### src/design/xmpe_pkg.sv
// Shared types and constants for the 8086 MOV/PUSH/POP/XCHG encoder.
package xmpe_pkg;

    localparam int MAX_BYTES     = 6;
    localparam int BYTE_IDX_W    = 3;
    localparam int QDEPTH_DEFAULT = 4;

    typedef enum logic [3:0] {
        ACT_MOV_RM      = 4'd0,
        ACT_MOV_IMM_RM  = 4'd1,
        ACT_MOV_IMM_REG = 4'd2,
        ACT_MOV_MEM_ACC = 4'd3,
        ACT_MOV_ACC_MEM = 4'd4,
        ACT_MOV_RM_SREG = 4'd5,
        ACT_MOV_SREG_RM = 4'd6,
        ACT_PUSH_RM     = 4'd7,
        ACT_PUSH_REG    = 4'd8,
        ACT_PUSH_SREG   = 4'd9,
        ACT_POP_RM      = 4'd10,
        ACT_POP_REG     = 4'd11,
        ACT_POP_SREG    = 4'd12,
        ACT_XCHG_RM     = 4'd13,
        ACT_XCHG_ACC    = 4'd14
    } act_t;

    localparam logic [7:0] OP_MOV_RM      = 8'h88;
    localparam logic [7:0] OP_MOV_IMM_RM  = 8'hC6;
    localparam logic [7:0] OP_MOV_IMM_REG = 8'hB0;
    localparam logic [7:0] OP_MOV_MEM_ACC = 8'hA0;
    localparam logic [7:0] OP_MOV_ACC_MEM = 8'hA2;
    localparam logic [7:0] OP_MOV_RM_SREG = 8'h8E;
    localparam logic [7:0] OP_MOV_SREG_RM = 8'h8C;
    localparam logic [7:0] OP_PUSH_RM     = 8'hFF;
    localparam logic [7:0] OP_PUSH_REG    = 8'h50;
    localparam logic [7:0] OP_PUSH_SREG   = 8'h06;
    localparam logic [7:0] OP_POP_RM      = 8'h8F;
    localparam logic [7:0] OP_POP_REG     = 8'h58;
    localparam logic [7:0] OP_POP_SREG    = 8'h07;
    localparam logic [7:0] OP_XCHG_RM     = 8'h86;
    localparam logic [7:0] OP_XCHG_ACC    = 8'h90;

    localparam logic [2:0] MID_PUSH_RM  = 3'd6;
    localparam logic [2:0] MID_ZERO     = 3'd0;
    localparam logic [2:0] RM_DIRECT    = 3'd6;

    typedef struct packed {
        logic [3:0] action;
        logic       direction;
        logic       wide;
        logic [1:0] mode;
        logic [2:0] reg_field;
        logic [1:0] seg_reg;
        logic [2:0] rm_field;
        logic [7:0] operand_byte0;
        logic [7:0] operand_byte1;
        logic [7:0] operand_byte2;
        logic [7:0] operand_byte3;
    } req_t;

    typedef struct packed {
        logic [7:0] code_byte;
        logic       last_byte;
    } res_t;

    typedef struct packed {
        logic [MAX_BYTES-1:0][7:0] bytes;
        logic [BYTE_IDX_W-1:0]     count;
    } plan_t;

    typedef struct packed {
        logic  valid;
        plan_t plan;
    } plan_wr_t;

endpackage

### src/design/xmpe_front.sv
// Front end: classifies a request and assembles its byte plan.
module xmpe_front import xmpe_pkg::*; (
    input  req_t     request,
    input  logic     accept,
    output plan_wr_t wr
);

    logic [7:0]       opcode;
    logic [7:0]       modrm;
    logic [2:0]       mid;
    logic             has_modrm;
    logic [2:0]       n_ops;
    logic [2:0]       disp_n;
    logic             known;
    logic [3:0][7:0]  ops;

    assign ops = {request.operand_byte3, request.operand_byte2,
                  request.operand_byte1, request.operand_byte0};

    always_comb
    begin
        unique case (request.mode)
            2'd0:    disp_n = (request.rm_field == RM_DIRECT) ? 3'd2 : 3'd0;
            2'd1:    disp_n = 3'd1;
            2'd2:    disp_n = 3'd2;
            default: disp_n = 3'd0;
        endcase
    end

    always_comb
    begin
        opcode    = 8'h00;
        mid       = request.reg_field;
        has_modrm = 1'b0;
        n_ops     = 3'd0;
        known     = 1'b1;
        unique case (request.action)
            ACT_MOV_RM:
            begin
                opcode    = OP_MOV_RM | {6'b0, request.direction, request.wide};
                has_modrm = 1'b1;
                n_ops     = disp_n;
            end
            ACT_MOV_IMM_RM:
            begin
                opcode    = OP_MOV_IMM_RM | {7'b0, request.wide};
                mid       = MID_ZERO;
                has_modrm = 1'b1;
                n_ops     = disp_n + 3'd1 + {2'b0, request.wide};
            end
            ACT_MOV_IMM_REG:
            begin
                opcode = OP_MOV_IMM_REG | {4'b0, request.wide, request.reg_field};
                n_ops  = 3'd1 + {2'b0, request.wide};
            end
            ACT_MOV_MEM_ACC:
            begin
                opcode = OP_MOV_MEM_ACC | {7'b0, request.wide};
                n_ops  = 3'd2;
            end
            ACT_MOV_ACC_MEM:
            begin
                opcode = OP_MOV_ACC_MEM | {7'b0, request.wide};
                n_ops  = 3'd2;
            end
            ACT_MOV_RM_SREG:
            begin
                opcode    = OP_MOV_RM_SREG;
                mid       = {1'b0, request.seg_reg};
                has_modrm = 1'b1;
                n_ops     = disp_n;
            end
            ACT_MOV_SREG_RM:
            begin
                opcode    = OP_MOV_SREG_RM;
                mid       = {1'b0, request.seg_reg};
                has_modrm = 1'b1;
                n_ops     = disp_n;
            end
            ACT_PUSH_RM:
            begin
                opcode    = OP_PUSH_RM;
                mid       = MID_PUSH_RM;
                has_modrm = 1'b1;
                n_ops     = disp_n;
            end
            ACT_PUSH_REG:  opcode = OP_PUSH_REG | {5'b0, request.reg_field};
            ACT_PUSH_SREG: opcode = OP_PUSH_SREG | {3'b0, request.seg_reg, 3'b0};
            ACT_POP_RM:
            begin
                opcode    = OP_POP_RM;
                mid       = MID_ZERO;
                has_modrm = 1'b1;
                n_ops     = disp_n;
            end
            ACT_POP_REG:   opcode = OP_POP_REG | {5'b0, request.reg_field};
            ACT_POP_SREG:  opcode = OP_POP_SREG | {3'b0, request.seg_reg, 3'b0};
            ACT_XCHG_RM:
            begin
                opcode    = OP_XCHG_RM | {7'b0, request.wide};
                has_modrm = 1'b1;
                n_ops     = disp_n;
            end
            ACT_XCHG_ACC:  opcode = OP_XCHG_ACC | {5'b0, request.reg_field};
            default:       known  = 1'b0;
        endcase
    end

    assign modrm = {request.mode, mid, request.rm_field};

    always_comb
    begin
        if (has_modrm)
        begin
            wr.plan.bytes = {ops[3], ops[2], ops[1], ops[0], modrm, opcode};
            wr.plan.count = n_ops + 3'd2;
        end
        else
        begin
            wr.plan.bytes = {8'h00, ops[3], ops[2], ops[1], ops[0], opcode};
            wr.plan.count = n_ops + 3'd1;
        end
        wr.valid = accept && known;
    end

endmodule

### src/design/xmpe_queue.sv
// Plan queue between the front end and the byte serializer.
module xmpe_queue import xmpe_pkg::*; #(
    parameter int DEPTH = QDEPTH_DEFAULT
) (
    input  logic     clk,
    input  logic     rst_n,
    input  plan_wr_t wr,
    input  logic     deq,
    output logic     full,
    output logic     head_valid,
    output plan_t    head
);

    localparam int PTR_W = (DEPTH > 1) ? $clog2(DEPTH) : 1;
    localparam int CNT_W = $clog2(DEPTH + 1);

    plan_t            mem_reg [DEPTH];
    logic [PTR_W-1:0] wr_ptr_reg, wr_ptr_next;
    logic [PTR_W-1:0] rd_ptr_reg, rd_ptr_next;
    logic [CNT_W-1:0] count_reg, count_next;
    logic             do_wr, do_rd;

    assign full       = (count_reg == CNT_W'(DEPTH));
    assign head_valid = (count_reg != '0);
    assign head       = mem_reg[rd_ptr_reg];
    assign do_wr      = wr.valid && !full;
    assign do_rd      = deq && head_valid;

    always_comb
    begin
        wr_ptr_next = wr_ptr_reg;
        rd_ptr_next = rd_ptr_reg;
        count_next  = count_reg;
        if (do_wr)
            wr_ptr_next = (wr_ptr_reg == PTR_W'(DEPTH - 1)) ? '0 : wr_ptr_reg + 1'b1;
        if (do_rd)
            rd_ptr_next = (rd_ptr_reg == PTR_W'(DEPTH - 1)) ? '0 : rd_ptr_reg + 1'b1;
        if (do_wr && !do_rd)
            count_next = count_reg + 1'b1;
        else if (do_rd && !do_wr)
            count_next = count_reg - 1'b1;
    end

    always_ff @(posedge clk or negedge rst_n)
    begin
        if (!rst_n)
        begin
            wr_ptr_reg <= '0;
            rd_ptr_reg <= '0;
            count_reg  <= '0;
        end
        else
        begin
            wr_ptr_reg <= wr_ptr_next;
            rd_ptr_reg <= rd_ptr_next;
            count_reg  <= count_next;
        end
    end

    always_ff @(posedge clk)
    begin
        if (do_wr)
            mem_reg[wr_ptr_reg] <= wr.plan;
    end

endmodule

### src/design/xmpe_back.sv
// Back end: walks the head plan and drives one code byte per cycle, unless a held, unpopped result stalls it.
module xmpe_back import xmpe_pkg::*; (
    input  logic  clk,
    input  logic  rst_n,
    input  logic  head_valid,
    input  plan_t head,
    output logic  deq,
    input  logic  pop,
    output logic  empty,
    output res_t  result
);

    logic [BYTE_IDX_W-1:0] idx_reg, idx_next;
    logic                  out_valid_reg, out_valid_next;
    res_t                  out_reg, out_next;
    logic                  advance;
    logic                  is_last;

    assign advance = !out_valid_reg || pop;
    assign is_last = (idx_reg == head.count - 1'b1);
    assign deq     = advance && head_valid && is_last;
    assign empty   = !out_valid_reg;
    assign result  = out_reg;

    always_comb
    begin
        idx_next       = idx_reg;
        out_valid_next = out_valid_reg;
        out_next       = out_reg;
        if (advance)
        begin
            out_valid_next = head_valid;
            if (head_valid)
            begin
                out_next.code_byte = head.bytes[idx_reg];
                out_next.last_byte = is_last;
                idx_next           = is_last ? '0 : idx_reg + 1'b1;
            end
        end
    end

    always_ff @(posedge clk or negedge rst_n)
    begin
        if (!rst_n)
        begin
            idx_reg       <= '0;
            out_valid_reg <= 1'b0;
        end
        else
        begin
            idx_reg       <= idx_next;
            out_valid_reg <= out_valid_next;
        end
    end

    always_ff @(posedge clk)
    begin
        out_reg <= out_next;
    end

endmodule

### src/design/x86_16_mov_push_pop_encoder_top.sv
// Top level of the 8086 MOV/PUSH/POP/XCHG instruction encoder.
// The first code byte of an item passes through the plan queue and then the result register before it is on result.
// Throughput: one code byte per cycle while pop keeps taking the result; an item of n bytes (1 to 6) goes out as
// n code bytes on the result port, so the sustained item rate is set by the byte port.
// The plan queue (QDEPTH entries) lets intake run ahead of the byte port.
// Reset: asynchronous, clears queue pointers and count, the byte index and the result valid flag; queue empty.
module x86_16_mov_push_pop_encoder_top import xmpe_pkg::*; #(
    parameter int QDEPTH = QDEPTH_DEFAULT
) (
    input  logic clk,
    input  logic rst_n,
    input  logic push,
    output logic full,
    input  req_t request,
    output logic empty,
    input  logic pop,
    output res_t result
);

    plan_wr_t wr;
    plan_t    head;
    logic     head_valid;
    logic     deq;

    xmpe_front u_front (
        .request (request),
        .accept  (push && !full),
        .wr      (wr)
    );

    xmpe_queue #(.DEPTH(QDEPTH)) u_queue (
        .clk        (clk),
        .rst_n      (rst_n),
        .wr         (wr),
        .deq        (deq),
        .full       (full),
        .head_valid (head_valid),
        .head       (head)
    );

    xmpe_back u_back (
        .clk        (clk),
        .rst_n      (rst_n),
        .head_valid (head_valid),
        .head       (head),
        .deq        (deq),
        .pop        (pop),
        .empty      (empty),
        .result     (result)
    );

    a_deq_gives_last: assert property (@(posedge clk) disable iff (!rst_n)
        deq |=> (!empty && result.last_byte))
        else $error("plan retired without a last byte on result");

    a_drain_to_empty: assert property (@(posedge clk) disable iff (!rst_n)
        (!head_valid && !empty && pop) |=> empty)
        else $error("result stayed valid with nothing queued");

    a_full_after_push: assert property (@(posedge clk) disable iff (!rst_n)
        $rose(full) |-> $past(wr.valid))
        else $error("queue filled without a write");

endmodule
### config.mk
export PLATFORM = sky130hd
export DESIGN_NAME = x86_16_mov_push_pop_encoder_top
export DESIGN_NICKNAME = d
export VERILOG_FILES = /design/src/design/xmpe_pkg.sv /design/src/design/xmpe_front.sv /design/src/design/xmpe_queue.sv /design/src/design/xmpe_back.sv /design/src/design/x86_16_mov_push_pop_encoder_top.sv
export SDC_FILE = /design/constraint.sdc
export NUM_CORES = 1
export LEC_CHECK = 0
export BUFFER_PORTS_ARGS = -buffer_cell sky130_fd_sc_hd__buf_2
export CAP_MARGIN = 5
export CORE_ASPECT_RATIO = 1.2
export CORE_MARGIN = 4
export CORE_UTILIZATION = 30
export CTS_CLUSTER_SIZE = 40
export DETAILED_ROUTE_END_ITERATION = 6
export PLACE_DENSITY = 0.5
export SKIP_LAST_GASP = 1
export SLEW_MARGIN = 20
export SYNTH_ARGS = -nofsm -noshare
export SYNTH_HDL_FRONTEND = slang
export SYNTH_HIERARCHICAL = 1
export SYNTH_SLANG_ARGS = --single-unit
### constraint.sdc
create_clock -name clk -period 3.8 [get_ports clk]
set_input_delay 0.76 -clock clk [delete_from_list [all_inputs] [get_ports clk]]
set_output_delay 0.76 -clock clk [all_outputs]
set_load 0.02 [all_outputs]
### Yosys cells after proc, flatten, opt, wreduce, memory -nomap -nowiden

Memories as Yosys holds them, arrays and structs flattened.
Index checks and enable logic that the tools add are counted.

| cells by class | value |
|---|---|
| add/sub/neg operators | 11 |
| $lt $le $gt $ge | 1 |
| reduce and logical (&&, ||, !) cells | 24 |
| equal/unequal tests | 21 |
| muxes and demuxes | 17 |

Operators by type and width:

| cell | number |
|---|---|
| $pmux W8 S15 | 1 |
| $mux W51 | 1 |
| $eq A4 B4 Y1 const B | 7 |
| $bmux W8 S3 | 1 |
| $pmux W3 S3 | 2 |
| $eq A4 B3 Y1 const B | 4 |
| $reduce_or A15 Y1 | 1 |
| $add A3 B1 Y3 const B | 4 |
| $pmux W3 S4 | 1 |
| $mux W3 | 3 |
| $eq A4 B2 Y1 const B | 2 |
| $logic_and A1 B1 Y1 | 8 |
| $mux W8 | 1 |
| $reduce_or A7 Y1 | 1 |
| $eq A2 B2 Y1 const B | 3 |
| $eq A3 B3 Y1 const B | 2 |
| $mux W2 | 3 |
| $reduce_or A2 Y1 | 3 |
| $reduce_or A6 Y1 | 1 |
| $sub A3 B1 Y3 const B | 2 |
| $add A2 B1 Y2 const B | 2 |
| $eq A4 B1 Y1 const B | 1 |
| $logic_not A1 Y1 | 4 |
| $logic_not A4 Y1 | 1 |
| 12 further kinds | 15 |

| word-level totals | value |
|---|---|
| bits in registers | 20 |
| bits in writable memories | 204 |
| memories kept | 1 |

Memories:

| memory | depth | width | rd ports | clocked after memory_dff | write ports | RTL line | RTL |
|---|---|---|---|---|---|---|---|
| u_queue.mem_reg | 4 | 51 | 1 | 0 | 1 | xmpe_queue.sv:17 | `plan_t mem_reg [DEPTH];` |

### Logic depth before layout (Yosys ltp)

Gate-level depths: netlist of run 1.

| depth | value |
|---|---|
| depth in word-level cells | 9 |
| mapped depth | 15 |
| gate-level depth less buffers | 13 |

### Hierarchy

The synthesis of run 1 kept the hierarchy.

Modules (own cells, without submodules):

| module | cells an instance | times used | area an instance (µm²) |
|---|---|---|---|
| xmpe_queue | 304 | 1 | 7,881.3 |
| xmpe_front | 176 | 1 | 1,209.9 |
| xmpe_back | 77 | 1 | 953.4 |
| x86_16_mov_push_pop_encoder_top | 1 | 1 | 13.8 |

### Worst setup path before layout of run 1

No wires, ideal clock.

| path | value |
|---|---|
| path type | input to register |
| from | in request[44] in the netlist's numbering |
| to | mem u_queue/mem_reg[1][0] in the netlist's numbering (enable) |
| data required time | 3.386 ns |
| buffers on the path | 4 |
| data arrival time | 2.987 ns |
| setup slack | 0.399 ns |
| stages | 7 |
| cells stage by stage | clkbuf_1 > clkbuf_1 > clkbuf_1 > a21boi_0 > nor2b_1 > buf_6 > and2_1 |

RTL lines:

| element | RTL line | RTL |
|---|---|---|
| start, declared | x86_16_mov_push_pop_encoder_top.sv:14 | `input req_t request,` |
| end, declared | xmpe_queue.sv:17 |  |

==> results.py, run 1 <==
metrics = {
    "pwr": {
        "peakVddDrop_uv": 272.1,
        "p_leak_nw": 3.901,
        "p_per_area_nw_per_um2": 707.5,
        "power.total_w": 0.008133,
    },
    "critical_path": {
        "cp_max_fo": 5,
        "worstPathArrival_ps": 3520,
        "crit_type": "reg -> reg",
        "cp_top_family": "multiplexers",
        "crit_chain": "mux4_1 > inv_1 > ha_1 > xor2_1 > nand2_2 > nor3_2 > nand2_2 > ha_1 > inv_1 > fa_1 > mux2_2",
        "crit_buf_inv": 2,
        "cp-end-kind": "flip-flop",
        "slowest_delay_ps": 620,
        "required_ps": 4180,
        "slowest_stage": "mux4_1",
        "startpoint_type": "flip-flop",
    },
    "yosys": {
        "ys_ff_latch": 224,
        "yosysWarningCount": 6,
        "ys.flop_type": "edfxtp_1",
        "syn-num-nets": 622,
        "ys_seq_area_frac": 0.6633,
        "syn_area_um2": 10060,
        "synth-edff-count": 213,
        "synthCells": 558,
        "synth_cell_type_count": 61,
        "synth_top_area_cell": "edfxtp_1",
        "async_flop_share": 0.04911,
        "synth_top_area_share": 0.6359,
        "synth_area_leaders": "edfxtp_1, mux4_2, mux2_2, dfrtp_1, mux4_1",
        "syn_area_per_cell_um2": 18.03,
    },
    "status": {
        "status": "finished clean",
    },
    "global_route": {
        "grt_pass1_vias": 5716,
        "grt_max_degree": 52,
        "antenna_found_initial": 0,
        "grt_usage": 0.1183,
        "overflow": 0,
        "grt_pass1_wl_mm": 33.88,
    },
    "timing": {
        "holdWs_ps": 136.0,
        "final_max_slew_viol_count": 0,
        "max_slew_margin": 0.2781,
        "timing.final.hold_violations": 0,
        "rsz0062_at_grt": "false",
        "fmax_mhz": 318.7,
        "setup_tns_ps": 0,
        "period_minus_slack_ps": 3138,
        "finalSetupViolCount": 0,
        "clock_skew_ps": 8.459,
        "worst_pin_slew_ps": 1083,
        "period_share": 0.8257,
    },
    "worst_hold_path": {
        "hold_class": "in -> async",
    },
    "final_layout": {
        "num_antenna_cells": 0,
        "drive_gt1_frac": 0.3261,
        "largest_register_ffs": 204,
        "final_cell_mix": "edfxtp_1, buf_2, mux4_2",
        "final_nets": 691,
        "fillers": 3136,
        "final_cell_area_um2": 11490,
        "syn_to_final_growth_pct": 14.28,
        "post-route-util": 0.3467,
        "final_common_cell": "edfxtp_1",
    },
    "detailed_routing": {
        "dr.first_iter.drc_count": 389,
        "drt_pass1_iterations": 5,
        "wirelength_mm": 21.76,
        "vias_per_cell": 4.841,
        "drc": 0,
        "vias": 5281,
        "ant_nets": 0,
        "wl_per_cell_um": 19.94,
    },
    "cts": {
        "clockRootBuffer": "clkbuf_16",
        "cts_hold_buf": 0,
        "clock_latency_ps": 490,
        "cts_setup_buffers": 0,
        "htree_levels": 1,
        "clkSinkCount": 224,
        "cts_tree": "done",
        "cts_made_buffers": 23,
        "path_clk_slew_ps": 60,
        "cts_resized": 0,
        "cts_buffer_depth": 3,
    },
    "floorplanning": {
        "core_um2": 33160,
        "rows": 73,
        "dieHeight_um": 208.6,
        "pin_count": 63,
        "die_x_um": 175.2,
        "die_area_um2": 36530,
        "start_util": 0.3034,
    },
    "place": {
        "dpl_cell_area_um2": 10860,
        "port_buffers": 62,
        "gp_congestion": 0.7797,
        "hpwlAfterDp_mm": 13.85,
    },
    "flow_run": {
        "cap_violations": 0,
    },
}
==> routing by layer <==
layer  vias up  track usage  share of wire
li1       2388            -              -
met1      2718       0.1615           0.45
met2       147       0.2004           0.49
met3        28      0.01701          0.042
met4         0      0.02954          0.019
met5         -            0              0
==> final cells by class <==
class | instances | area [um2] | share of cell area
Sequential cell | 224 | 6676 | 0.5808
Multi-Input combinational cell | 274 | 3025 | 0.2632
Clock buffer | 32 | 609.3 | 0.05301
Tap cell | 450 | 563.0 | 0.04898
Timing Repair Buffer | 78 | 493.0 | 0.04289
Inverter | 26 | 97.59 | 0.008490
Clock inverter | 7 | 30.03 | 0.002612
==> Yosys cell counts (8+ instances only) <==
cell and instances:
a21oi_1 16, ha_1 11, nor2_1 11, nand2_1 13
o22ai_1 9, nor2b_1 13, buf_2 9, clkbuf_1 11
o21ai_0 23, mux4_2 49, inv_1 24, dfrtp_1 11
mux4_1 10, mux2_2 32, edfxtp_1 213, mux2i_1 8
==> through the flow <==
step,setup slack (ps),std cells
finish,662.5,1091
global route,480.3,1091
CTS,645.1,1091
detailed placement,439.8,1052
global placement,520.8,1052
floorplan,399.3,558
==> final timing paths <==
check | start | endpoint | slack [ps] | depth (start not counted)
setup / recovery | u_queue/rd_ptr_reg[0]$_DFFE_PN0P_ | u_queue/count_reg[1]$_DFFE_PN0P_ | 660 | 11
hold / removal | rst_n | u_back/out_valid_reg$_DFFE_PN0P_ | 140 | 1
setup reg to reg | u_queue/rd_ptr_reg[0]$_DFFE_PN0P_ | u_queue/count_reg[1]$_DFFE_PN0P_ | 660 | 11
hold reg to reg | u_queue/count_reg[2]$_DFFE_PN0P_ | u_queue/count_reg[2]$_DFFE_PN0P_ | 490 | 1
max in group asynchronous | rst_n | u_queue/rd_ptr_reg[0]$_DFFE_PN0P_ | 3420 | 1
min in group clk | u_queue/count_reg[2]$_DFFE_PN0P_ | u_queue/count_reg[2]$_DFFE_PN0P_ | 490 | 1
==> report_power, final <==
group	switching (W)	internal, W
Clock	0.000836	0.00111
Combinational	0.00145	0.00122
Sequential	0.000151	0.00337
==> logic make-up (layout without fill, tap and decap cells) <==
logic type               after synthesis  count (layout)  synth area share
flip-flops                           224             224            0.6633
multiplexers                         102             102            0.1841
AO/OA/AOI/OAI                         82              82           0.05374
AND/OR/NAND/NOR                       71              71           0.03993
buffers and inverters                 60             143           0.03645
adder cells (fa/ha/maj)               12              12           0.01567
XOR/XNOR                               7               7          0.006843
(Power assumes the default switching activity.)
==> run 2, diff against run 1 <==
ABC_AREA = 1   (was default)
clock period = 3.2 ns   (was 3.8 ns; I/O delays follow)
==> results.py, run 2 <==
metrics = {
    "final_layout": {
        "final_common_cell": "nand2_1",
        "final_nets": 1157,
        "largest_register_ffs": 204,
        "syn_to_final_growth_pct": 14.39,
        "final_cell_mix": "nand2_1, edfxtp_1, inv_1",
        "multi_input_area_um2": 3233,
        "seqCellArea_um2": 6676,
        "final_cell_area_um2": 12460,
        "fillers": 3600,
        "num_antenna_cells": 0,
        "drive_gt1_frac": 0.1817,
        "final_cells": 1580,
    },
    "floorplanning": {
        "die_area_um2": 39420,
        "pin_count": 63,
        "die_x_um": 181.9,
        "dieHeight_um": 216.7,
        "start_util": 0.3037,
        "core_um2": 35850,
        "rows": 76,
    },
    "global_route": {
        "antenna_found_initial": 0,
        "overflow": 0,
        "grt_pass1_wl_mm": 41.07,
        "grt_max_degree": 133,
        "grt_pass1_vias": 7195,
        "grt_usage": 0.1315,
    },
    "yosys": {
        "yosysMostFrequentCell": "nand2_1",
        "ys.flop_type": "edfxtp_1",
        "ys_top_cells_by_count": "nand2_1, edfxtp_1, inv_1",
        "synth_top_area_cell": "edfxtp_1",
        "syn-num-nets": 1095,
        "yosysWarningCount": 6,
        "ys_ff_latch": 224,
        "syn_area_um2": 10890,
        "synth-edff-count": 213,
        "syn_area_per_cell_um2": 10.56,
        "synth_area_leaders": "edfxtp_1, nand2_1, o211ai_2, inv_1, o211ai_1",
        "synth_top_area_share": 0.5874,
        "synthCells": 1031,
        "async_flop_share": 0.04911,
        "ys_seq_area_frac": 0.6127,
        "synth_cell_type_count": 32,
    },
    "pwr": {
        "switchingPower_w": 0.004094,
        "p_sw_frac": 0.3745,
        "combPwrFrac": 0.361,
        "power.total_w": 0.01093,
        "pwr-share-seq": 0.387,
        "peakVddDrop_uv": 515.8,
        "power.internal_w": 0.006837,
        "clkPwrFrac": 0.252,
        "p_per_area_nw_per_um2": 877.6,
        "p_leak_nw": 5.167,
    },
    "detailed_routing": {
        "dr.first_iter.drc_count": 515,
        "ant_nets": 0,
        "drc": 0,
        "vias": 7209,
        "wirelength_mm": 26.18,
        "vias_per_cell": 4.563,
        "drt_pass1_iterations": 5,
        "wl_per_cell_um": 16.57,
    },
    "timing": {
        "final_max_slew_viol_count": 0,
        "finalSetupViolCount": 0,
        "timing.final.hold_violations": 0,
        "rsz0062_at_grt": "false",
        "period_minus_slack_ps": 2722,
        "setup_tns_ps": 0,
        "fmax_mhz": 367.3,
        "period_share": 0.8507,
        "max_slew_margin": 0.5743,
        "clock_skew_ps": 22.05,
        "worst_pin_slew_ps": 638.6,
    },
    "critical_path": {
        "required_ps": 3610,
        "worstPathArrival_ps": 3130,
        "r2r.worst_path.cells": 19,
        "crit_type": "reg -> reg",
        "cp-end-kind": "flip-flop",
        "cp_max_fo": 13,
        "startpoint_type": "flip-flop",
    },
    "worst_hold_path": {
        "holdPathStages": 4,
        "hold_class": "in -> reg",
    },
    "cts": {
        "cts_resized": 0,
        "clock_latency_ps": 530,
        "clkSinkCount": 224,
        "clockRootBuffer": "clkbuf_16",
        "cts_made_buffers": 25,
        "htree_levels": 1,
        "cts_tree": "done",
        "path_clk_slew_ps": 60,
        "cts_buffer_depth": 3,
        "cts_setup_buffers": 0,
    },
    "place": {
        "dp.cells": 1533,
        "gp_congestion": 0.7996,
        "port_buffers": 62,
        "dpl_cell_area_um2": 11650,
        "hpwlAfterDp_mm": 16.92,
    },
    "status": {
        "status": "finished clean",
    },
    "flow_run": {
        "cap_violations": 0,
    },
}
[run 2: cell count changes after synthesis, moves of 11 or more]
cell      previous run  this run
buf_2                9        20
buf_6                6        23
clkbuf_1            11         0
inv_1               24       153
mux2_2              32         0
mux4_2              49         0
nand2_1             13       324
nand3_1              6        21
nor2_1              11        62
nor2b_1             13         0
o211ai_1             1        54
o211ai_2             0        49
o21ai_1              0        13
[run 2: critical path, cell delays in order, from the launching register on]
cell and delay [ps]:
dfrtp_2 510, inv_2 150, o211ai_1 100, nand2_1 80, inv_1 50, ha_1 300, inv_1 60, nand2_1 40
nand2_1 80, nor2_2 40, nand3_1 90, inv_1 70, nand2_1 110, ha_1 190, inv_1 70, fa_1 380
nand2_1 100, nand3_1 80, nand2_1 60, nand2_1 50
[run 2: power by group through the flow]
| stage | Sequential [W] | Clock, W | Combinational [W] |
|---|---|---|---|
| floorplan | 0.00434 | 0 | 0.00294 |
| global placement | 0.00428 | 0 | 0.00401 |
| detailed placement | 0.00429 | 0 | 0.00405 |
| CTS | 0.00423 | 0.00283 | 0.00406 |
| global route | 0.00428 | 0.00296 | 0.00445 |
| finish | 0.00423 | 0.00275 | 0.00395 |
[run 2: final timing paths]
path / from / to / slack, ps
worst min register to register: u_queue/count_reg[2]$_DFFE_PN0P_ / u_queue/count_reg[2]$_DFFE_PN0P_ / 530
worst min-delay path: pop / u_back/out_valid_reg$_DFFE_PN0P_ / 460
min in group asynchronous: rst_n / u_queue/count_reg[2]$_DFFE_PN0P_ / 550
worst max-delay path: u_queue/rd_ptr_reg[1]$_DFFE_PN0P_ / u_queue/count_reg[2]$_DFFE_PN0P_ / 480
worst max register to register: u_queue/rd_ptr_reg[1]$_DFFE_PN0P_ / u_queue/count_reg[2]$_DFFE_PN0P_ / 480
max in group asynchronous: rst_n / u_queue/rd_ptr_reg[0]$_DFFE_PN0P_ / 2400
[run 2: area by class of cell]
class,instances,area share
Timing Repair Buffer,83,0.04480
Multi-Input combinational cell,597,0.2596
Clock inverter,16,0.01185
Sequential cell,224,0.5360
Tap cell,468,0.04701
Clock buffer,30,0.05173
Inverter,162,0.04902
[run 2: kinds of logic after synthesis]
logic type	synth area share
simple gates	0.1536
flops	0.6127
buf+inv	0.09319
compound gates	0.1252
fa+ha+maj	0.01448
xor+xnor	0.0008045
[run 2: what timing repair did]
action	CTS	global route
endpoints found under the hold margin	11	0
hold buffers	1	0
endpoints found under the setup margin	0	0
[run 2: layer usage]
metal,share of wire,vias to the layer above,wire length (um),GRT usage
met1,0.45,3449,11780,0.1744
li1,-,3583,-,-
met2,0.49,146,12730,0.2278
met3,0.043,31,1133,0.01712
met5,0,-,0,0
met4,0.020,0,534,0.03403
[run 2: through the flow]
stage          setup WS (ps)  utilization  hold slack (ps)
4_1_cts                470.5       0.3474            448.1
3_3_place_gp           546.3       0.3251            512.8
2_1_floorplan         -520.9            -            344.4
6_report               477.7       0.3474            458.0
3_5_place_dp           484.8       0.3251            517.7
5_1_grt                173.2       0.3474            485.1
